===== config.mk =====
export PLATFORM = sky130hd
export DESIGN_NAME = double_ended_queue_with_queries_flat
export DESIGN_NICKNAME = d
export VERILOG_FILES = /design/src/rtl/deq_pkg.sv /design/src/rtl/deq_if.sv /design/src/rtl/deq_front.sv /design/src/rtl/deq_back.sv /design/src/rtl/double_ended_queue_with_queries.sv /design/src/flat_wrapper.sv
export SDC_FILE = /design/constraint.sdc
export NUM_CORES = 1
export LEC_CHECK = 0
export BUFFER_PORTS_ARGS = -buffer_cell sky130_fd_sc_hd__buf_2
export CORE_MARGIN = 2
export CORE_UTILIZATION = 65
export CTS_CLUSTER_DIAMETER = 80
export CTS_CLUSTER_SIZE = 12
export DETAILED_ROUTE_END_ITERATION = 7
export GPL_ROUTABILITY_DRIVEN = 0
export PLACE_DENSITY_LB_ADDON = 0.12
export SLEW_MARGIN = 15
export SYNTH_ARGS = -nofsm -noshare
export SYNTH_HDL_FRONTEND = slang
export SYNTH_SLANG_ARGS = --single-unit

===== constraint.sdc =====
create_clock -name clk -period 8.4 [get_ports clk]
set_clock_uncertainty 0.1 [all_clocks]
set_input_delay 1.26 -clock clk [delete_from_list [all_inputs] [get_ports clk]]
set_output_delay 1.26 -clock clk [all_outputs]
set_load 0.005 [all_outputs]

===== src/rtl/deq_pkg.sv =====
// Package for the double-ended queue block: sizes, request codes,
// command and result types, index helpers. No dependencies.
package deq_pkg;

    localparam int QUEUE_DEPTH = 16;
    localparam int IDX_W       = $clog2(QUEUE_DEPTH);
    localparam int CNT_W       = $clog2(QUEUE_DEPTH + 1);
    localparam int OCC_W       = 5;
    localparam int VAL_W       = 32;
    localparam int REQ_W       = 3;
    localparam int FQ_DEPTH    = 2;
    localparam int FQ_PW       = $clog2(FQ_DEPTH);
    localparam int FQ_CW       = $clog2(FQ_DEPTH + 1);

    localparam logic [REQ_W-1:0] REQ_PUSH_FRONT = 3'd0;
    localparam logic [REQ_W-1:0] REQ_PUSH_BACK  = 3'd1;
    localparam logic [REQ_W-1:0] REQ_POP_FRONT  = 3'd2;
    localparam logic [REQ_W-1:0] REQ_POP_BACK   = 3'd3;
    localparam logic [REQ_W-1:0] REQ_COUNT_GT   = 3'd4;
    localparam logic [REQ_W-1:0] REQ_CONTAINS   = 3'd5;

    typedef logic signed [VAL_W-1:0] value_t;
    typedef logic [IDX_W-1:0]        idx_t;
    typedef logic [CNT_W-1:0]        cnt_t;
    typedef logic [OCC_W-1:0]        occ_t;

    typedef enum logic [2:0] {
        OP_PUSH_FRONT,
        OP_PUSH_BACK,
        OP_POP_FRONT,
        OP_POP_BACK,
        OP_COUNT_GT,
        OP_CONTAINS,
        OP_NONE
    } op_t;

    typedef enum logic [1:0] {
        ST_IDLE,
        ST_POP,
        ST_WALK,
        ST_QDONE
    } state_t;

    typedef struct packed {
        op_t    op;
        value_t value;
    } cmd_t;

    typedef struct packed {
        value_t popped_value;
        logic   empty_error;
        logic   full_error;
        occ_t   occupancy;
        occ_t   greater_count;
        logic   key_found;
    } result_t;

    function automatic idx_t idx_next(input idx_t i);
        return (i == IDX_W'(QUEUE_DEPTH - 1)) ? '0 : idx_t'(i + 1'b1);
    endfunction

    function automatic idx_t idx_prev(input idx_t i);
        return (i == '0) ? IDX_W'(QUEUE_DEPTH - 1) : idx_t'(i - 1'b1);
    endfunction

    function automatic occ_t to_occ(input cnt_t c);
        logic [CNT_W+OCC_W-1:0] wide;
        wide = (CNT_W + OCC_W)'(c);
        return wide[OCC_W-1:0];
    endfunction

endpackage


===== src/rtl/deq_if.sv =====
// Request and result channel interfaces (valid/ready).
// Depends on deq_pkg.
interface deq_req_if;
    import deq_pkg::*;
    logic               valid;
    logic               ready;
    logic [REQ_W-1:0]   req_type;
    value_t             item_value;

    modport source (output valid, output req_type, output item_value, input ready);
    modport sink   (input valid, input req_type, input item_value, output ready);
endinterface

interface deq_res_if;
    import deq_pkg::*;
    logic   valid;
    logic   ready;
    value_t popped_value;
    logic   empty_error;
    logic   full_error;
    occ_t   occupancy;
    occ_t   greater_count;
    logic   key_found;

    modport source (output valid, output popped_value, output empty_error,
                    output full_error, output occupancy, output greater_count,
                    output key_found, input ready);
    modport sink   (input valid, input popped_value, input empty_error,
                    input full_error, input occupancy, input greater_count,
                    input key_found, output ready);
endinterface


===== src/rtl/deq_front.sv =====
// Front end: accepts requests, decodes them into commands and holds them
// in a short command queue. Depends on deq_pkg and deq_if.
module deq_front (
    input  logic          clk,
    input  logic          rst_n,
    deq_req_if.sink       req,
    output logic          cmd_valid,
    input  logic          cmd_ready,
    output deq_pkg::cmd_t cmd
);
    import deq_pkg::*;

    cmd_t               fifo_reg [FQ_DEPTH];
    logic [FQ_PW-1:0]   wr_ptr_reg, wr_ptr_next;
    logic [FQ_PW-1:0]   rd_ptr_reg, rd_ptr_next;
    logic [FQ_CW-1:0]   fill_reg, fill_next;
    cmd_t               cmd_in;
    logic               push;
    logic               pop;

    always_comb
    begin
        cmd_in.value = req.item_value;
        case (req.req_type)
            REQ_PUSH_FRONT: cmd_in.op = OP_PUSH_FRONT;
            REQ_PUSH_BACK:  cmd_in.op = OP_PUSH_BACK;
            REQ_POP_FRONT:  cmd_in.op = OP_POP_FRONT;
            REQ_POP_BACK:   cmd_in.op = OP_POP_BACK;
            REQ_COUNT_GT:   cmd_in.op = OP_COUNT_GT;
            REQ_CONTAINS:   cmd_in.op = OP_CONTAINS;
            default:        cmd_in.op = OP_NONE;
        endcase
    end

    assign req.ready = (fill_reg != FQ_CW'(FQ_DEPTH));
    assign cmd_valid = (fill_reg != '0);
    assign cmd       = fifo_reg[rd_ptr_reg];
    assign push      = req.valid && req.ready;
    assign pop       = cmd_valid && cmd_ready;

    always_comb
    begin
        wr_ptr_next = wr_ptr_reg;
        rd_ptr_next = rd_ptr_reg;
        fill_next   = fill_reg;
        if (push)
        begin
            wr_ptr_next = (wr_ptr_reg == FQ_PW'(FQ_DEPTH - 1)) ? '0 : FQ_PW'(wr_ptr_reg + 1'b1);
        end
        if (pop)
        begin
            rd_ptr_next = (rd_ptr_reg == FQ_PW'(FQ_DEPTH - 1)) ? '0 : FQ_PW'(rd_ptr_reg + 1'b1);
        end
        if (push && !pop)
        begin
            fill_next = FQ_CW'(fill_reg + 1'b1);
        end
        else if (pop && !push)
        begin
            fill_next = FQ_CW'(fill_reg - 1'b1);
        end
    end

    always_ff @(posedge clk or negedge rst_n)
    begin
        if (!rst_n)
        begin
            wr_ptr_reg <= '0;
            rd_ptr_reg <= '0;
            fill_reg   <= '0;
        end
        else
        begin
            wr_ptr_reg <= wr_ptr_next;
            rd_ptr_reg <= rd_ptr_next;
            fill_reg   <= fill_next;
        end
    end

    always_ff @(posedge clk)
    begin
        if (push)
        begin
            fifo_reg[wr_ptr_reg] <= cmd_in;
        end
    end

endmodule


===== src/rtl/deq_back.sv =====
// Back end: ring store, head/tail/count, command sequencer and result
// register. Depends on deq_pkg and deq_if.
module deq_back (
    input  logic          clk,
    input  logic          rst_n,
    input  logic          cmd_valid,
    output logic          cmd_ready,
    input  deq_pkg::cmd_t cmd,
    deq_res_if.source     res
);
    import deq_pkg::*;

    value_t   mem [QUEUE_DEPTH];
    value_t   rd_data_reg;
    logic     wr_en, rd_en;
    idx_t     wr_addr, rd_addr;

    state_t   state_reg, state_next;
    idx_t     head_reg, head_next;
    idx_t     tail_reg, tail_next;
    cnt_t     count_reg, count_next;
    idx_t     pos_reg, pos_next;
    cnt_t     left_reg, left_next;
    logic     hit_reg, hit_next;
    cnt_t     greater_reg, greater_next;
    logic     found_reg, found_next;
    op_t      op_reg, op_next;
    value_t   key_reg, key_next;
    logic     out_valid_reg, out_valid_next;
    result_t  out_reg, out_next;
    logic     out_free;
    logic     full;
    logic     empty;

    assign out_free = !out_valid_reg || res.ready;
    assign full     = (count_reg == CNT_W'(QUEUE_DEPTH));
    assign empty    = (count_reg == '0);

    always_comb
    begin
        state_next     = state_reg;
        head_next      = head_reg;
        tail_next      = tail_reg;
        count_next     = count_reg;
        pos_next       = pos_reg;
        left_next      = left_reg;
        hit_next       = hit_reg;
        greater_next   = greater_reg;
        found_next     = found_reg;
        op_next        = op_reg;
        key_next       = key_reg;
        out_valid_next = out_valid_reg && !res.ready;
        out_next       = out_reg;
        cmd_ready      = 1'b0;
        wr_en          = 1'b0;
        wr_addr        = tail_reg;
        rd_en          = 1'b0;
        rd_addr        = pos_reg;

        case (state_reg)
            ST_IDLE:
            begin
                if (cmd_valid && out_free)
                begin
                    cmd_ready = 1'b1;
                    op_next   = cmd.op;
                    key_next  = cmd.value;
                    out_next  = '0;
                    out_next.occupancy = to_occ(count_reg);
                    case (cmd.op)
                        OP_PUSH_FRONT, OP_PUSH_BACK:
                        begin
                            out_valid_next = 1'b1;
                            if (full)
                            begin
                                out_next.full_error = 1'b1;
                            end
                            else
                            begin
                                wr_en = 1'b1;
                                if (cmd.op == OP_PUSH_FRONT)
                                begin
                                    wr_addr   = idx_prev(head_reg);
                                    head_next = idx_prev(head_reg);
                                end
                                else
                                begin
                                    wr_addr   = tail_reg;
                                    tail_next = idx_next(tail_reg);
                                end
                                count_next = cnt_t'(count_reg + 1'b1);
                                out_next.occupancy = to_occ(cnt_t'(count_reg + 1'b1));
                            end
                        end
                        OP_POP_FRONT, OP_POP_BACK:
                        begin
                            if (empty)
                            begin
                                out_valid_next       = 1'b1;
                                out_next.empty_error = 1'b1;
                            end
                            else
                            begin
                                rd_en = 1'b1;
                                if (cmd.op == OP_POP_FRONT)
                                begin
                                    rd_addr   = head_reg;
                                    head_next = idx_next(head_reg);
                                end
                                else
                                begin
                                    rd_addr   = idx_prev(tail_reg);
                                    tail_next = idx_prev(tail_reg);
                                end
                                count_next = cnt_t'(count_reg - 1'b1);
                                state_next = ST_POP;
                            end
                        end
                        OP_COUNT_GT, OP_CONTAINS:
                        begin
                            if (empty)
                            begin
                                out_valid_next = 1'b1;
                            end
                            else
                            begin
                                pos_next     = head_reg;
                                left_next    = count_reg;
                                hit_next     = 1'b0;
                                greater_next = '0;
                                found_next   = 1'b0;
                                state_next   = ST_WALK;
                            end
                        end
                        default:
                        begin
                            out_valid_next = 1'b1;
                        end
                    endcase
                end
            end

            ST_POP:
            begin
                if (out_free)
                begin
                    out_valid_next        = 1'b1;
                    out_next              = '0;
                    out_next.popped_value = rd_data_reg;
                    out_next.occupancy    = to_occ(count_reg);
                    state_next            = ST_IDLE;
                end
            end

            ST_WALK:
            begin
                hit_next = (left_reg != '0);
                if (left_reg != '0)
                begin
                    rd_en     = 1'b1;
                    rd_addr   = pos_reg;
                    pos_next  = idx_next(pos_reg);
                    left_next = cnt_t'(left_reg - 1'b1);
                end
                if (hit_reg)
                begin
                    if (rd_data_reg > key_reg)
                    begin
                        greater_next = cnt_t'(greater_reg + 1'b1);
                    end
                    if (rd_data_reg == key_reg)
                    begin
                        found_next = 1'b1;
                    end
                end
                if (left_reg == '0)
                begin
                    state_next = ST_QDONE;
                end
            end

            ST_QDONE:
            begin
                if (out_free)
                begin
                    out_valid_next     = 1'b1;
                    out_next           = '0;
                    out_next.occupancy = to_occ(count_reg);
                    if (op_reg == OP_COUNT_GT)
                    begin
                        out_next.greater_count = to_occ(greater_reg);
                    end
                    else
                    begin
                        out_next.key_found = found_reg;
                    end
                    state_next = ST_IDLE;
                end
            end

            default:
            begin
                state_next = ST_IDLE;
            end
        endcase
    end

    always_ff @(posedge clk or negedge rst_n)
    begin
        if (!rst_n)
        begin
            state_reg     <= ST_IDLE;
            head_reg      <= '0;
            tail_reg      <= '0;
            count_reg     <= '0;
            hit_reg       <= 1'b0;
            out_valid_reg <= 1'b0;
        end
        else
        begin
            state_reg     <= state_next;
            head_reg      <= head_next;
            tail_reg      <= tail_next;
            count_reg     <= count_next;
            hit_reg       <= hit_next;
            out_valid_reg <= out_valid_next;
        end
    end

    always_ff @(posedge clk)
    begin
        pos_reg     <= pos_next;
        left_reg    <= left_next;
        greater_reg <= greater_next;
        found_reg   <= found_next;
        op_reg      <= op_next;
        key_reg     <= key_next;
        out_reg     <= out_next;
    end

    always_ff @(posedge clk)
    begin
        if (wr_en)
        begin
            mem[wr_addr] <= cmd.value;
        end
        if (rd_en)
        begin
            rd_data_reg <= mem[rd_addr];
        end
    end

    assign res.valid         = out_valid_reg;
    assign res.popped_value  = out_reg.popped_value;
    assign res.empty_error   = out_reg.empty_error;
    assign res.full_error    = out_reg.full_error;
    assign res.occupancy     = out_reg.occupancy;
    assign res.greater_count = out_reg.greater_count;
    assign res.key_found     = out_reg.key_found;

endmodule


===== src/rtl/double_ended_queue_with_queries.sv =====
// Top level of the double-ended queue with count and contains queries.
// Depends on deq_pkg, deq_if, deq_front, deq_back.
//
//   channel | dir | handshake    | payload
//   req     | in  | valid/ready  | req_type, item_value
//   res     | out | valid/ready  | popped_value, empty_error, full_error,
//           |     |              | occupancy, greater_count, key_found
//
// Push, unknown code, pop or query on empty: result from the idle state.
// Pop: registered ring-store read, then the result. Query: one stored entry
// read per cycle through the single ring-store read port, then the result.
// A two-entry command queue registers requests and takes them while the
// back end works. Reset empties the queue; no clearing pass.
// A stalled result holds the back end; the front keeps filling its queue.
module double_ended_queue_with_queries (
    input  logic      clk,
    input  logic      rst_n,
    deq_req_if.sink   req,
    deq_res_if.source res
);
    import deq_pkg::*;

    logic cmd_valid;
    logic cmd_ready;
    cmd_t cmd;

    deq_front u_front (
        .clk       (clk),
        .rst_n     (rst_n),
        .req       (req),
        .cmd_valid (cmd_valid),
        .cmd_ready (cmd_ready),
        .cmd       (cmd)
    );

    deq_back u_back (
        .clk       (clk),
        .rst_n     (rst_n),
        .cmd_valid (cmd_valid),
        .cmd_ready (cmd_ready),
        .cmd       (cmd),
        .res       (res)
    );

endmodule


===== src/flat_wrapper.sv =====
// flat-port wrapper written by rule: the top's interface ports become plain ports
module double_ended_queue_with_queries_flat import deq_pkg::*;
  (clk, rst_n, req_valid, req_req_type, req_item_value, req_ready, res_valid, res_popped_value, res_empty_error, res_full_error, res_occupancy, res_greater_count, res_key_found, res_ready);
  deq_req_if req_i ();
  deq_res_if res_i ();
  input  logic clk;
  input  logic rst_n;
  input wire logic [$bits(req_i.valid)-1:0] req_valid;
  input wire logic [$bits(req_i.req_type)-1:0] req_req_type;
  input wire logic [$bits(req_i.item_value)-1:0] req_item_value;
  output wire logic [$bits(req_i.ready)-1:0] req_ready;
  output wire logic [$bits(res_i.valid)-1:0] res_valid;
  output wire logic [$bits(res_i.popped_value)-1:0] res_popped_value;
  output wire logic [$bits(res_i.empty_error)-1:0] res_empty_error;
  output wire logic [$bits(res_i.full_error)-1:0] res_full_error;
  output wire logic [$bits(res_i.occupancy)-1:0] res_occupancy;
  output wire logic [$bits(res_i.greater_count)-1:0] res_greater_count;
  output wire logic [$bits(res_i.key_found)-1:0] res_key_found;
  input wire logic [$bits(res_i.ready)-1:0] res_ready;
  assign req_i.valid = req_valid;
  assign req_i.req_type = req_req_type;
  assign req_i.item_value = req_item_value;
  assign req_ready = req_i.ready;
  assign res_valid = res_i.valid;
  assign res_popped_value = res_i.popped_value;
  assign res_empty_error = res_i.empty_error;
  assign res_full_error = res_i.full_error;
  assign res_occupancy = res_i.occupancy;
  assign res_greater_count = res_i.greater_count;
  assign res_key_found = res_i.key_found;
  assign res_i.ready = res_ready;
  double_ended_queue_with_queries u_core (.clk(clk), .rst_n(rst_n), .req(req_i), .res(res_i));
endmodule

# Yosys cells after proc, flatten, opt, wreduce, memory -nomap -nowiden
# Memory sizes are Yosys's and may differ from the RTL's. A register that Yosys moved wholly into a read port is not among the register bits.
# Index checks and enable logic that the tools add are counted.
[totals]
regBits = 116
mem_bits_rw = 582
input_bits = 39
word_cells = 209
memories = 2
[mem_list]
columns = ["name", "words", "width", "read_ports", "rd_clocked_by_memory_dff", "wr", "line_no", "text"]
rows = [
  ["u_core.u_back.mem", 16, 32, 1, 1, 1, "deq_back.sv:13", "value_t mem [QUEUE_DEPTH];"],
  ["u_core.u_front.fifo_reg", 2, 35, 1, 0, 1, "deq_front.sv:13", "cmd_t fifo_reg [FQ_DEPTH];"],
]
[classes]
addsub = 13
order_cmp = 1
n_eq_ne = 40
mux = 93
reduce_logical = 39
[op_table]
columns = ["cell", "count"]
rows = [
  ["$mux W45", 3],
  ["$pmux W45 S3", 1],
  ["$mux W4", 27],
  ["$mux W5", 12],
  ["$eq A32 B32 Y1", 1],
  ["$gt A32 B32 Y1", 1],
  ["$ne A2 B2 Y1 const B", 16],
  ["$pmux W5 S2", 3],
  ["$mux W1", 29],
  ["$pmux W4 S2", 3],
  ["$pmux W3 S6", 1],
  ["$reduce_and A6 Y1", 3],
  ["$eq A3 B3 Y1 const B", 5],
  ["$mux W2", 7],
  ["$reduce_and A7 Y1", 2],
  ["$add A4 B1 Y4 const B", 3],
  ["$eq A3 B2 Y1 const B", 4],
  ["$eq A4 B4 Y1 const B", 3],
  ["$reduce_and A4 Y1", 3],
  ["$add A5 B1 Y5 const B", 2],
  ["$logic_not A5 Y1", 2],
  ["$sub A5 B1 Y5 const B", 2],
  ["$logic_not A4 Y1", 2],
  ["$pmux W1 S2", 4],
  ["26 further kinds", 47],
]

# Longest topological paths before layout
# Gate-level depths: netlist of the first run.
[logic_depth]
ltp_word = 9
ltp_mapped = 13
ltp_nobuf = 10

# By module
# From an unflattened synthesis of the first run, not the netlist that was laid out.
[unflattened]
hier_cells = 1962
area_unflattened_um2 = 30310.3
[modules_own_cells]
columns = ["module", "instances", "cells_each", "area_each_um2", "seq_area_each_um2"]
rows = [
  ["deq_back", 1, 1832, 27425.1, 19613.8],
  ["deq_front", 1, 130, 2885.3, 2202.1],
]

# Worst setup path before layout of the first run
# Ideal clock, no wire load.
[synth_timing]
path_kind = "in2reg"
startpoint = "in res_ready"
endpoint = "mem u_core.u_back.mem[7][0] (netlist name) (enable)"
setup_time_ns = 0.421
arrival_ns = 5.320
t_required_ns = 7.879
slack_ns = 2.559
path_stages = 7
n_path_buf = 0
cell_sequence = "nor2b_1 nor4_4 inv_2 nor4_1 mux2i_1 nand2_1 nor2_1"
[synth_between]
elab_chain_cells = 6
word_cells_on_any_way = 8
cone_classes = "6 x mux; 2 x reduce/logical"
[synth_lines]
columns = ["item", "line_no", "text"]
rows = [
  ["start: declaration", "flat_wrapper.sv:19", "input wire logic [$bits(res_i.ready)-1:0] res_ready;"],
  ["$logic_or A1 B1 Y1 *", "deq_back.sv:35", "assign out_free = !out_valid_reg || res.ready;"],
  ["$logic_and A1 B1 Y1 *", "deq_back.sv:63", "if (cmd_valid && out_free)"],
  ["$mux W1", "deq_back.sv:63", ""],
  ["$mux W1", "deq_back.sv:60", "case (state_reg)"],
  ["$mux W1", "deq_back.sv:243", "if (wr_en)"],
  ["$mux W1 (not written as such)", "deq_back.sv:245", "mem[wr_addr] <= cmd.value;"],
  ["end: declaration", "deq_back.sv:13", ""],
]
# Every way passes the cells marked *; elsewhere a longest branch is shown, timed or not.

==> summary by stage, run 1 <==
Worst setup path
The worst setup path is of the reg -> reg kind. The critical path goes through buf_4 > mux2i_1 > inv_1 > nor4_1 > nand2_1 > o21ai_0 > nand2_1 > nor2_4. The worst setup path is launched from a register. The setup slack of the worst register-to-register path is 3.60 ns. The worst setup path is captured at a register. The critical path buffer and inverter count is 2.

The most used cell along the critical path is sky130_fd_sc_hd__nand2_1. The kind of cell adding the most delay to the critical path is simple AND/OR/NAND/NOR gates. At the worst endpoint, the arrival time is 4.89 ns. The delay contributed by the slowest stage of the critical path is 1.01 ns. Data on the critical path is required at its endpoint by 8.49 ns. For this design, the slowest cell found on the critical path is sky130_fd_sc_hd__nor2_4. In this run the worst path has a maximum fanout of 40.

STA
Setup repair after global routing left no endpoint under its margin. The number of hold violations in the final report is 0. The max-slew violation count came to 0. Final hold analysis gives a worst-case slack of 0.402 ns. The normalized max-slew margin is 0.187. For the pin with the worst max-slew slack, the measured transition is 1.22 ns. The number of endpoints failing setup at the final stage is 0. The setup TNS is 0 ns. Dividing the final minimum period by the clock period gives 0.571. The clock period could shrink to 4.80 ns. The maximum achievable frequency is 209 MHz.

Finish
The area growth from synthesis to layout is 11.6%. Once layout is complete, the utilization of the core stands at 0.735. Of the cells placed in the final design, the portion with a size suffix greater than 1 is 0.147. The number of nets in the layout is 1918. The antenna diode instance count is 0.

The finished layout holds 2437 standard cells, fillers aside. The register with the most flip-flops in the layout has 512 of them.

Clock network
The tree built by TritonCTS fans out to 730 sinks. The clock-pin slew on the worst setup and hold paths is 0.06 ns. The CTS tree is done. The post-cts resize count is 0. The maximum number of buffers from clock root to sink is 3.

The setup fix buffers added after clock tree synthesis is 0. The clock reaches the later pin of the worst-skew pair after 0.61 ns. CTS built an H-tree with a depth of 3. TritonCTS created 70 clock buffers. The CTS root buffer is sky130_fd_sc_hd__clkbuf_16.

Buffers inserted to repair hold after CTS numbered 0.

Power
The leakage power is 10.8 nW. Of the total power, the share spent switching nets is 0.340. Summed over all nets, the switching power comes to 4.01 mW.

The combinational cell fraction of total power is 0.315. The peak supply drop is 0.268 mV. Of the total power, the clock network draws 0.234. The internal power consumption is 7.80 mW. The power per unit of standard cell area is 374 mW/mm^2. The share of total power dissipated in sequential elements is 0.451.

Route
In the routed design, unresolved DRC markers number 0. Once detail routing completed, the nets flagged for antenna violations numbered 0. Dividing the detail-routed via count by the number of cells gives 6.47. The via total after detailed routing is 15800.

The final wirelength is 61800 microns. The average routed wire per standard cell is 25.4 microns. The pre-antenna-repair detailed-routing pass consisted of 5 iterations.

For this block, the initial DRC count from the detailed router was 1755.

Yosys
The commonest cells after synthesis are 709 x sky130_fd_sc_hd__edfxtp_1, 193 x sky130_fd_sc_hd__o22ai_1, 89 x sky130_fd_sc_hd__nor2_1. The synthesized instance count is 1731. The netlist uses 65 different library cells. Counting flops with a built-in enable in the synthesized netlist gives 709. The most frequently used cell type in the post-synthesis netlist is sky130_fd_sc_hd__edfxtp_1. After synthesis the cells add up to 0.0283 sq mm. After synthesis, the mean cell area works out to 16.3 sq um. Counting every net in the synthesized netlist gives 1814.

By area the synthesized netlist is led by sky130_fd_sc_hd__edfxtp_1 75%, sky130_fd_sc_hd__o22ai_1 4.3%, sky130_fd_sc_hd__mux2i_1 2.5%. The total number of yosys warnings is 0. Among all flip-flop cells after synthesis, the most frequent one is sky130_fd_sc_hd__edfxtp_1.

After synthesis, the share of flip-flops with an asynchronous set or reset is 0.0288. The fraction of post-synthesis cell area in the top cell type by area is 0.752. The sequential area share after synthesis is 0.771. Summed over all instances, the cell type with the most area after synthesis is sky130_fd_sc_hd__edfxtp_1. The synthesized design contains 730 register bits.

Worst hold path
The worst min-delay path class is reg -> reg.

Floorplanning
For this configuration, the core starts out at a cell density of 0.658. The die outline height is 213 microns. The area of the core is 0.0430 sq mm. The chip width is 213 microns. The floorplan has 76 rows.

The number of I/O pins is 86. The area of the die is 0.0452 sq mm.

Global routing
The via count of the first global-routing pass was 15900. The first-pass GRT wire length is 92900 microns. The global router's overall resource usage is 0.280. The number of antenna violations at the first check in global routing is 2. The pin count of the biggest net entering global routing is 97. The total overflow left after global routing is 0.

Placement
Counting tap cells, the placed design contains a total of 2342 instances. The count of input and output buffers is 85. The placed wire-length estimate after detailed placement is 34900 microns.

Status
The run finished with clean final reports.

Flow run
Across the run, the number of max-cap violations was 0.
[metrics by stage]
| step | power (mW) | cell area, sq um | setup WS (ns) |
|---|---|---|---|
| 5_1_grt | 12.4 | 31600 | 3.31 |
| 4_1_cts | 11.8 | 31500 | 3.65 |
| 2_1_floorplan | 7.72 | 28300 | 2.56 |
| 3_3_place_gp | 8.95 | 29500 | 3.20 |
| 3_5_place_dp | 9.06 | 29500 | 3.05 |
| 6_report | 11.8 | 31600 | 3.60 |
[power groups by stage]
| stage | combinational, mW | sequential (mW) | clock [mW] |
|---|---|---|---|
| global route | 4.05 | 5.37 | 2.94 |
| CTS | 3.71 | 5.32 | 2.81 |
| floorplan | 2.43 | 5.28 | 0 |
| detailed placement | 3.67 | 5.39 | 0 |
| finish | 3.72 | 5.32 | 2.77 |
| global placement | 3.57 | 5.38 | 0 |
[cell families (layout without fill, tap and decap cells)]
group           Yosys count  in the layout  share of synthesized area
xor+xnor                 22             22                    0.00681
mux                     108            108                     0.0413
flops                   730            730                      0.771
fa+ha+maj                44             44                     0.0195
simple gates            306            306                     0.0559
compound gates          382            382                     0.0859
buf+inv                 139            260                     0.0198
[area by class of cell]
type / count / area [sq um]
Timing Repair Buffer: 117 / 768
Inverter: 54 / 203
Fill cell: 2611 / 11400
Sequential cell: 730 / 21800
Clock buffer: 82 / 1820
Clock inverter: 7 / 97.6
Tap cell: 585 / 732
Multi-Input combinational cell: 862 / 6160
[final timing paths]
check	start	end	depth (start not counted)
worst max register to register	u_core.u_front.rd_ptr_reg$_DFFE_PN0P_	u_core.u_back.mem[14][2]$_DFFE_PP_	8
min in group asynchronous	rst_n	u_core.u_back.count_reg[1]$_DFFE_PN0P_	1
worst min-delay path	u_core.u_front.fill_reg[1]$_DFFE_PN0P_	u_core.u_front.fill_reg[1]$_DFFE_PN0P_	1
worst min register to register	u_core.u_front.fill_reg[1]$_DFFE_PN0P_	u_core.u_front.fill_reg[1]$_DFFE_PN0P_	1
max in group asynchronous	rst_n	u_core.u_front.rd_ptr_reg$_DFFE_PN0P_	1
worst max-delay path	u_core.u_front.rd_ptr_reg$_DFFE_PN0P_	u_core.u_back.mem[14][2]$_DFFE_PP_	8
[metal layers]
layer	GRT usage	wire length (microns)	up-vias
met5	0	8	-
met4	0.0960	1510	2
met3	0.0474	4870	104
met2	0.465	30800	697
met1	0.382	24700	7919
li1	-	-	7035
[layout by cell type (no fill, tap or decap), drive strengths merged, types with 19 or more instances in the layout]
| cell type | n |
|---|---|
| nor2 | 90 |
| nor3 | 49 |
| inv | 56 |
| or3 | 20 |
| o221ai | 21 |
| a211o | 19 |
| dfrtp | 21 |
| clkbuf | 82 |
| ha | 44 |
| edfxtp | 709 |
| mux2i | 70 |
| nand2 | 50 |
| mux2 | 35 |
| o21ai | 67 |
| o22ai | 193 |
| a21oi | 38 |
| buf | 117 |
| and2 | 39 |
(Power assumes the default switching activity.)
==> inputs of run 2 (changes only) <==
Settings changed: CORE_UTILIZATION 65 to 62.
Clock period 8.4 ns to 4.6 ns, I/O delays scaled along.
==> run 2 against run 1 <==
  * Core utilization is 3.1 points lower
  * Largest cell class unchanged
  * Sequential power grew 84%
  * Clock power increased by 81%
  * Die area increased by 4.7%
  * Total power rose by 84%
  * Global-route usage is 0.19 points lower
  * Final cell count increased by 1.4%
  * Sequential cell count unchanged
  * Hold slack worse by 0.22 ns
==> summary by stage, run 2 (same netlist as run 1, synthesis figures left out) <==
Route
The number of nets still failing antenna checks after routing was 0 (unchanged). The detailed-route DRC error count is 0 (unchanged). The via total after detailed routing is 16000 (was 15800). The post-detailed-route via-to-cell ratio is 6.47 (about the same).

The average routed wire per standard cell is 26.2 microns (was 25.4 microns). The number of detailed-route iterations in the first pass is 5 (unchanged). The number of DRC markers after the initial detailed-route iteration is 1807 (was 1755). The final wirelength is 64800 microns (was 61800 microns).

Floorplanning
The number of rows in the core area is 78 (was 76). The die outline height is 218 microns (was 213 microns). The chip width is 218 microns (was 213 microns).

The area of the die is 0.0474 sq mm (was 0.0452 sq mm). The number of I/O pins came to 86 (unchanged). The initial cell density of the core was 0.626 (was 0.658). The area of the core is 0.0452 sq mm (was 0.0430 sq mm).

Global routing
The first-pass GRT wire length is 96700 microns (was 92900 microns). The global router's overall resource usage is 0.278 (was 0.280). The via count of the first global-routing pass is 16100 (was 15900). The global-route congestion overflow total is 0 (unchanged). The number of antenna violations at the first check in global routing is 0 (was 2). The pin count of the biggest net entering global routing is 72 (was 97).

STA
The slew at the pin closest to its max-slew limit is 1.12 ns (was 1.22 ns). The setup TNS came to 0 ns (unchanged). The maximum achievable frequency is 253 MHz (was 209 MHz). The normalized max-slew margin is 0.251 (was 0.187). The share of the cycle needed by the critical path after routing was 0.860 (was 0.571).

The minimum clock period was 3.96 ns (was 4.80 ns). The number of hold violations in the final report is 0 (unchanged). The number of endpoints failing setup at the final stage came to 0 (unchanged). The max-slew violation count is 0 (unchanged). Setup repair after global routing missed its margin: no (unchanged).

Finish
The final core utilization came to 0.704 (was 0.735). The antenna diode instance count was 0 (unchanged). The number of nets in the layout is 1944 (was 1918).

The leading cell type in the layout, fill and taps excluded is sky130_fd_sc_hd__edfxtp_1 (unchanged). The layout cell share with drive strength beyond 1 is 0.158 (was 0.147). Top library cells by usage in the layout, fill and taps aside: 709 x sky130_fd_sc_hd__edfxtp_1, 193 x sky130_fd_sc_hd__o22ai_1, 85 x sky130_fd_sc_hd__buf_2, 72 x sky130_fd_sc_hd__clkbuf_16, 70 x sky130_fd_sc_hd__nor2_1 (was 709 x sky130_fd_sc_hd__edfxtp_1, 193 x sky130_fd_sc_hd__o22ai_1, 85 x sky130_fd_sc_hd__buf_2, 71 x sky130_fd_sc_hd__clkbuf_16, 70 x sky130_fd_sc_hd__nor2_1). The post-synthesis to final-layout area growth was 12.4% (was 11.6%). The area of all placed cells without fillers is 0.0318 sq mm (was 0.0316 sq mm). The number of non-filler instances in the completed layout is 2472 (was 2437). The number of flip-flops under the largest register name is 512 (unchanged).

Clock network
The CTS root buffer is sky130_fd_sc_hd__clkbuf_16 (unchanged). The maximum number of buffers from clock root to sink is 3 (unchanged). The number of buffers added by the clock tree synthesis step was 70 (unchanged). The clock latency at the later pin of the worst-skew pair was 0.60 ns (was 0.61 ns). The post-cts resize count is 0 (unchanged). The clock-pin slew on the worst setup and hold paths came to 0.06 ns (about the same). The CTS tree is done (unchanged). The total number of H-tree levels was 3 (unchanged). The sink count of the clock tree was 730 (unchanged).

Worst setup path
The count of cell instances traversed by the critical path came to 8 (unchanged). The end point of the critical path is u_core.u_back.mem[9][13]$_DFFE_PP_ (was u_core.u_back.mem[14][2]$_DFFE_PP_). The reg-to-reg critical path endpoint is u_core.u_back.mem[9][13]$_DFFE_PP_ (was u_core.u_back.mem[14][2]$_DFFE_PP_). The launch point of the critical path is u_core.u_front.rd_ptr_reg$_DFFE_PN0P_ (unchanged). The depth of the worst register-to-register path is 8 (unchanged). The cell with the largest stage delay on the worst path was sky130_fd_sc_hd__dfrtp_2 (was sky130_fd_sc_hd__nor2_4). The delay contributed by the slowest stage of the critical path came to 0.78 ns (was 1.01 ns). The kind of end point of the critical path is a register (unchanged).

The most used cell along the critical path is sky130_fd_sc_hd__buf_4 (was sky130_fd_sc_hd__nand2_1). The kind of cell adding the most delay to the critical path is simple AND/OR/NAND/NOR gates (unchanged). List of cells traversed by the critical path: mux2i_1 > inv_1 > nor4_1 > buf_4 > mux2_2 > nand2_1 > nor2_4 > buf_4 (was buf_4 > mux2i_1 > inv_1 > nor4_1 > nand2_1 > o21ai_0 > nand2_1 > nor2_4). The class of the most critical setup path was reg -> reg (unchanged). The data required time at the worst endpoint is 4.74 ns (was 8.49 ns). The endpoint arrival time on the critical path came to 4.09 ns (was 4.89 ns).

The critical path buffer and inverter count is 3 (was 2). The largest fanout of any net on the critical path is 23 (was 40). The setup slack of the worst register-to-register path is 0.64 ns (was 3.60 ns). The origin of the critical flop-to-flop path is u_core.u_front.rd_ptr_reg$_DFFE_PN0P_ (unchanged). The startpoint type of the worst setup path is a register (unchanged).

Placement
The total cell area at the placement stage was 0.0299 sq mm (was 0.0295 sq mm). The placed wire-length estimate after detailed placement is 37700 microns (was 34900 microns). The count of input and output buffers came to 85 (unchanged).

The post-placement cell count is 2387 (was 2342).

Power
The leakage power came to 10.9 nW (was 10.8 nW). The total power is 21.7 mW (was 11.8 mW). The peak supply drop is 0.611 mV (was 0.268 mV).

The power per unit of standard cell area came to 682 mW/mm^2 (was 374 mW/mm^2).

Worst hold path
The worst min-delay path class is in -> reg (was reg -> reg).

Status
Run status: complete, no violations (unchanged).

Flow run
The reported max-cap violation count is 0 (unchanged).
run 2: cell types whose count changed in the layout (fill, tap and decap cells not counted):
cell / delta
sky130_fd_sc_hd__inv_6: +2
sky130_fd_sc_hd__buf_16: -1
sky130_fd_sc_hd__dlygate4sd3_1: +1
sky130_fd_sc_hd__inv_16: -1
sky130_fd_sc_hd__clkinv_8: -3
sky130_fd_sc_hd__buf_4: +21
sky130_fd_sc_hd__buf_12: +5
sky130_fd_sc_hd__clkbuf_1: -5
sky130_fd_sc_hd__clkbuf_16: +1
run 2: report_power, final:
part / total [mW] / switching, mW / internal (mW)
registers: 9.79 / 0.597 / 9.20
logic: 6.87 / 4.50 / 2.38
clock network: 5.02 / 2.24 / 2.79
total: 21.7 / 7.33 / 14.4
run 2: how the worst min path moves through the flow:
stage	start	to	slack (ns)	depth (start not counted)
global placement	u_core.u_front.fill_reg[1]$_DFFE_PN0P_	u_core.u_front.fill_reg[1]$_DFFE_PN0P_	0.38	1
detailed placement	u_core.u_back.hit_reg$_DFFE_PN0P_	u_core.u_back.hit_reg$_DFFE_PN0P_	0.40	2
CTS	req_item_value[6]	u_core.u_front.fifo_reg[0][6]$_DFFE_PP_	0.15	1
finish	req_item_value[6]	u_core.u_front.fifo_reg[0][6]$_DFFE_PP_	0.18	1
floorplan	rst_n	u_core.u_back.count_reg[0]$_DFFE_PN0P_	0.29	0
global route	req_item_value[5]	u_core.u_front.fifo_reg[0][5]$_DFFE_PP_	0.16	1
run 2: layer usage:
metal | GRT usage | vias up | wire length (microns)
met5 | 0 | - | 0
met4 | 0.0982 | 0 | 1870
met3 | 0.0410 | 124 | 4320
li1 | - | 7085 | -
met2 | 0.467 | 677 | 32100
met1 | 0.377 | 8098 | 26400
run 2: worst reg2reg max path, delay by kind of cell (launching register included):
kind	cells	cell delay [ns]
mux	2	0.74
flops	1	0.78
simple gates	3	1.06
buf+inv	3	0.90
run 2: through the flow:
step                      setup WS, ns  hold slack, ns
final                            0.644           0.179
after global routing             0.367           0.162
after CTS                        0.598           0.147
after detailed placement         0.641           0.400
after global placement           0.704           0.384
after floorplan                 -0.195           0.294
run 2: repair_timing:
action,in CTS,in global routing
setup buffers,0,0
endpoints found under the hold margin,21,0
hold buffers,1,0
run 2: area by class of cell:
type / count / area [sq um]
Sequential cell: 730 / 21800
Fill cell: 2879 / 13400
Multi-Input combinational cell: 862 / 6160
Clock buffer: 78 / 1820
Timing Repair Buffer: 143 / 1010
Tap cell: 600 / 751
Inverter: 54 / 203
Clock inverter: 5 / 46.3
==> inputs of run 3 (changes only) <==
Settings changed: CELL_PAD_IN_SITES_DETAIL_PLACEMENT set to 1, CELL_PAD_IN_SITES_GLOBAL_PLACEMENT set to 2, CORE_UTILIZATION 62 to 47.
==> run 3 against run 2 <==
  * Clock power rose by 3%
  * Sequential power about the same
  * Hold slack worse by 0.012 ns
  * Total power up 2.1%
  * Non-clock buffer count is 4 lower
  * Critical endpoint is now u_core.u_back.rd_data_reg[27]$_DFFE_PP_
  * Highest routed layer unchanged
==> summary by stage, run 3 (same netlist as run 1, synthesis figures left out) <==
Floorplanning
The number of rows in the core area is 89 (was 78). The number of I/O pins is 86 (unchanged). The initial cell density of the core was 0.478 (was 0.626). The chip width is 249 microns (was 218 microns). The area of the die is 0.0622 sq mm (was 0.0474 sq mm). The die outline height was 249 microns (was 218 microns). The area of the core is 0.0592 sq mm (was 0.0452 sq mm).

Route
The number of DRC markers after the initial detailed-route iteration is 1330 (was 1807). The detailed-route DRC error count came to 0 (unchanged). The post-detailed-route via-to-cell ratio is 6.06 (was 6.47). The via total after detailed routing is 16100 (was 16000). The average routed wire per standard cell came to 28.5 microns (was 26.2 microns). The number of nets still failing antenna checks after routing is 0 (unchanged). The final wirelength came to 75500 microns (was 64800 microns). The number of detailed-route iterations in the first pass was 7 (was 5).

STA
The number of endpoints failing setup at the final stage was 0 (unchanged). The max-slew violation count was 0 (unchanged). The share of the cycle needed by the critical path after routing is 0.852 (was 0.860). Setup repair after global routing missed its margin: no (unchanged).

The slew at the pin closest to its max-slew limit is 1.13 ns (was 1.12 ns). The number of hold violations in the final report is 0 (unchanged). The worst-case hold slack is 0.167 ns (was 0.179 ns). The setup TNS is 0 ns (unchanged). The maximum achievable frequency is 255 MHz (was 253 MHz). The normalized max-slew margin was 0.247 (was 0.251). The minimum clock period is 3.92 ns (was 3.96 ns).

Power
The peak supply drop is 0.502 mV (was 0.611 mV). The leakage power is 11.0 nW (was 10.9 nW). The power per unit of standard cell area is 689 mW/mm^2 (was 682 mW/mm^2).

Global routing
The via count of the first global-routing pass is 17100 (was 16100). The first-pass GRT wire length is 111000 microns (was 96700 microns). The pin count of the biggest net entering global routing is 80 (was 72). The global-route congestion overflow total is 0 (unchanged). The number of antenna violations at the first check in global routing is 1 (was 0).

The global router's overall resource usage is 0.242 (was 0.278).

Worst setup path
The reg-to-reg critical path endpoint is u_core.u_back.rd_data_reg[27]$_DFFE_PP_ (was u_core.u_back.mem[9][13]$_DFFE_PP_). The endpoint arrival time on the critical path is 4.15 ns (was 4.09 ns). The launch point of the critical path is u_core.u_back.count_reg[1]$_DFFE_PN0P_ (was u_core.u_front.rd_ptr_reg$_DFFE_PN0P_). The setup slack of the worst register-to-register path is 0.68 ns (was 0.64 ns). The origin of the critical flop-to-flop path is u_core.u_back.count_reg[1]$_DFFE_PN0P_ (was u_core.u_front.rd_ptr_reg$_DFFE_PN0P_).

The largest fanout of any net on the critical path is 61 (was 23). The class of the most critical setup path is reg -> reg (unchanged). The depth of the worst register-to-register path is 11 (was 8). The startpoint type of the worst setup path is a register (unchanged). The data required time at the worst endpoint is 4.83 ns (was 4.74 ns). The kind of end point of the critical path is a register (unchanged).

Finish
The post-synthesis to final-layout area growth came to 13.6% (was 12.4%). The final-layout fill cell count is 5469 (was 2879). The final core utilization is 0.543 (was 0.704). The number of flip-flops under the largest register name is 512 (unchanged). The leading cell type in the layout, fill and taps excluded is sky130_fd_sc_hd__edfxtp_1 (unchanged). Top library cells by usage in the layout, fill and taps aside: 709 x sky130_fd_sc_hd__edfxtp_1, 193 x sky130_fd_sc_hd__o22ai_1, 85 x sky130_fd_sc_hd__buf_2, 72 x sky130_fd_sc_hd__clkbuf_16, 70 x sky130_fd_sc_hd__nor2_1 (unchanged). The layout cell share with drive strength beyond 1 is 0.155 (was 0.158).

The storage element area came to 0.0218 sq mm (unchanged). The area used by multi-input combinational logic came to 0.00616 sq mm (unchanged). The number of nets in the layout is 1940 (was 1944). The area of all placed cells without fillers is 0.0322 sq mm (was 0.0318 sq mm).

Placement
The placed wire-length estimate after detailed placement is 42700 microns (was 37700 microns). The total cell area at the placement stage was 0.0302 sq mm (was 0.0299 sq mm). The count of input and output buffers was 85 (unchanged).

Clock network
The clock latency at the later pin of the worst-skew pair is 0.61 ns (was 0.60 ns). The CTS tree is done (unchanged). The sink count of the clock tree is 730 (unchanged). The number of buffers added by the clock tree synthesis step was 70 (unchanged). The clock-pin slew on the worst setup and hold paths is 0.06 ns (about the same). The CTS root buffer is sky130_fd_sc_hd__clkbuf_16 (unchanged).

The post-cts resize count is 0 (unchanged). The setup fix buffers added after clock tree synthesis is 0 (unchanged). The count of hold-fix buffers inserted at cts is 1 (unchanged).

The maximum number of buffers from clock root to sink was 3 (unchanged). The total number of H-tree levels came to 3 (unchanged).

Worst hold path
The worst min-delay path class is in -> reg (unchanged). The startpoint of the most critical hold path is req_item_value[13] (was req_item_value[6]). The number of stages on the worst hold path is 1 (unchanged).

The end of the worst hold path is u_core.u_front.fifo_reg[1][13]$_DFFE_PP_ (was u_core.u_front.fifo_reg[0][6]$_DFFE_PP_).

Status
Run status: complete, no violations (unchanged).

Flow run
The reported max-cap violation count is 0 (unchanged).
==> run 3: cell types whose count changed in the layout (fill, tap and decap cells not counted) <==
cell	before	now
sky130_fd_sc_hd__buf_4	46	32
sky130_fd_sc_hd__diode_2	0	1
sky130_fd_sc_hd__buf_16	1	0
sky130_fd_sc_hd__clkbuf_1	6	18
sky130_fd_sc_hd__buf_12	10	21
sky130_fd_sc_hd__clkinv_1	1	0
==> run 3: per-layer routing <==
metal,share of wire,wire (microns),up-vias,track usage
met5,0,0,-,0
met4,0.023,1760,0,0.0701
met3,0.049,3710,100,0.0402
met2,0.49,37200,430,0.410
met1,0.44,32900,8474,0.325
li1,-,-,7078,-
==> run 3: power breakdown <==
part	switching (mW)	internal, mW	total (mW)
sequential	0.575	9.20	9.77
clock	2.35	2.83	5.18
combinational	4.81	2.38	7.20
total	7.74	14.4	22.1
==> run 3: worst max path at each step <==
stage                                               to  slack (ns)  cells past startpoint
2_1_floorplan        u_core.u_back.mem[7][0]$_DFFE_PP_       -0.19                      7
3_3_place_gp   u_core.u_back.rd_data_reg[30]$_DFFE_PP_        0.81                     11
3_5_place_dp   u_core.u_back.rd_data_reg[20]$_DFFE_PP_        0.63                     11
4_1_cts        u_core.u_back.rd_data_reg[27]$_DFFE_PP_        0.65                     11
5_1_grt        u_core.u_back.rd_data_reg[27]$_DFFE_PP_        0.40                     11
6_report       u_core.u_back.rd_data_reg[27]$_DFFE_PP_        0.68                     11
==> run 3: area by class of cell <==
class	instances	share of cell area
repair buffers	139	0.0341
well taps	773	0.0301
clock buffers	90	0.0581
inverters	54	0.00630
diodes	1	0.0000778
clock inverters	4	0.00132
multi-input cells	862	0.192
flip-flops and latches	730	0.678
==> run 3: worst max-delay path: stages (launching register included) <==
cell,delay [ns]
sky130_fd_sc_hd__dfrtp_1,0.44
sky130_fd_sc_hd__inv_1,0.13
sky130_fd_sc_hd__ha_1,0.22
sky130_fd_sc_hd__nor4b_4,0.42
sky130_fd_sc_hd__a21oi_1,0.18
sky130_fd_sc_hd__nand2_1,0.43
sky130_fd_sc_hd__nor2_1,0.15
sky130_fd_sc_hd__a21oi_4,0.16
sky130_fd_sc_hd__buf_12,0.44
sky130_fd_sc_hd__mux2i_1,0.28
sky130_fd_sc_hd__o22ai_1,0.11
sky130_fd_sc_hd__or4_1,0.53
==> run 3: metrics by stage <==
| stage | instances | setup WS (ns) | total power, mW |
|---|---|---|---|
| floorplan | 1731 | -0.195 | 14.1 |
| global placement | 2557 | 0.810 | 16.9 |
| detailed placement | 2557 | 0.634 | 17.1 |
| CTS | 2652 | 0.646 | 22.3 |
| global route | 2652 | 0.401 | 23.2 |
| finish | 2653 | 0.679 | 22.1 |
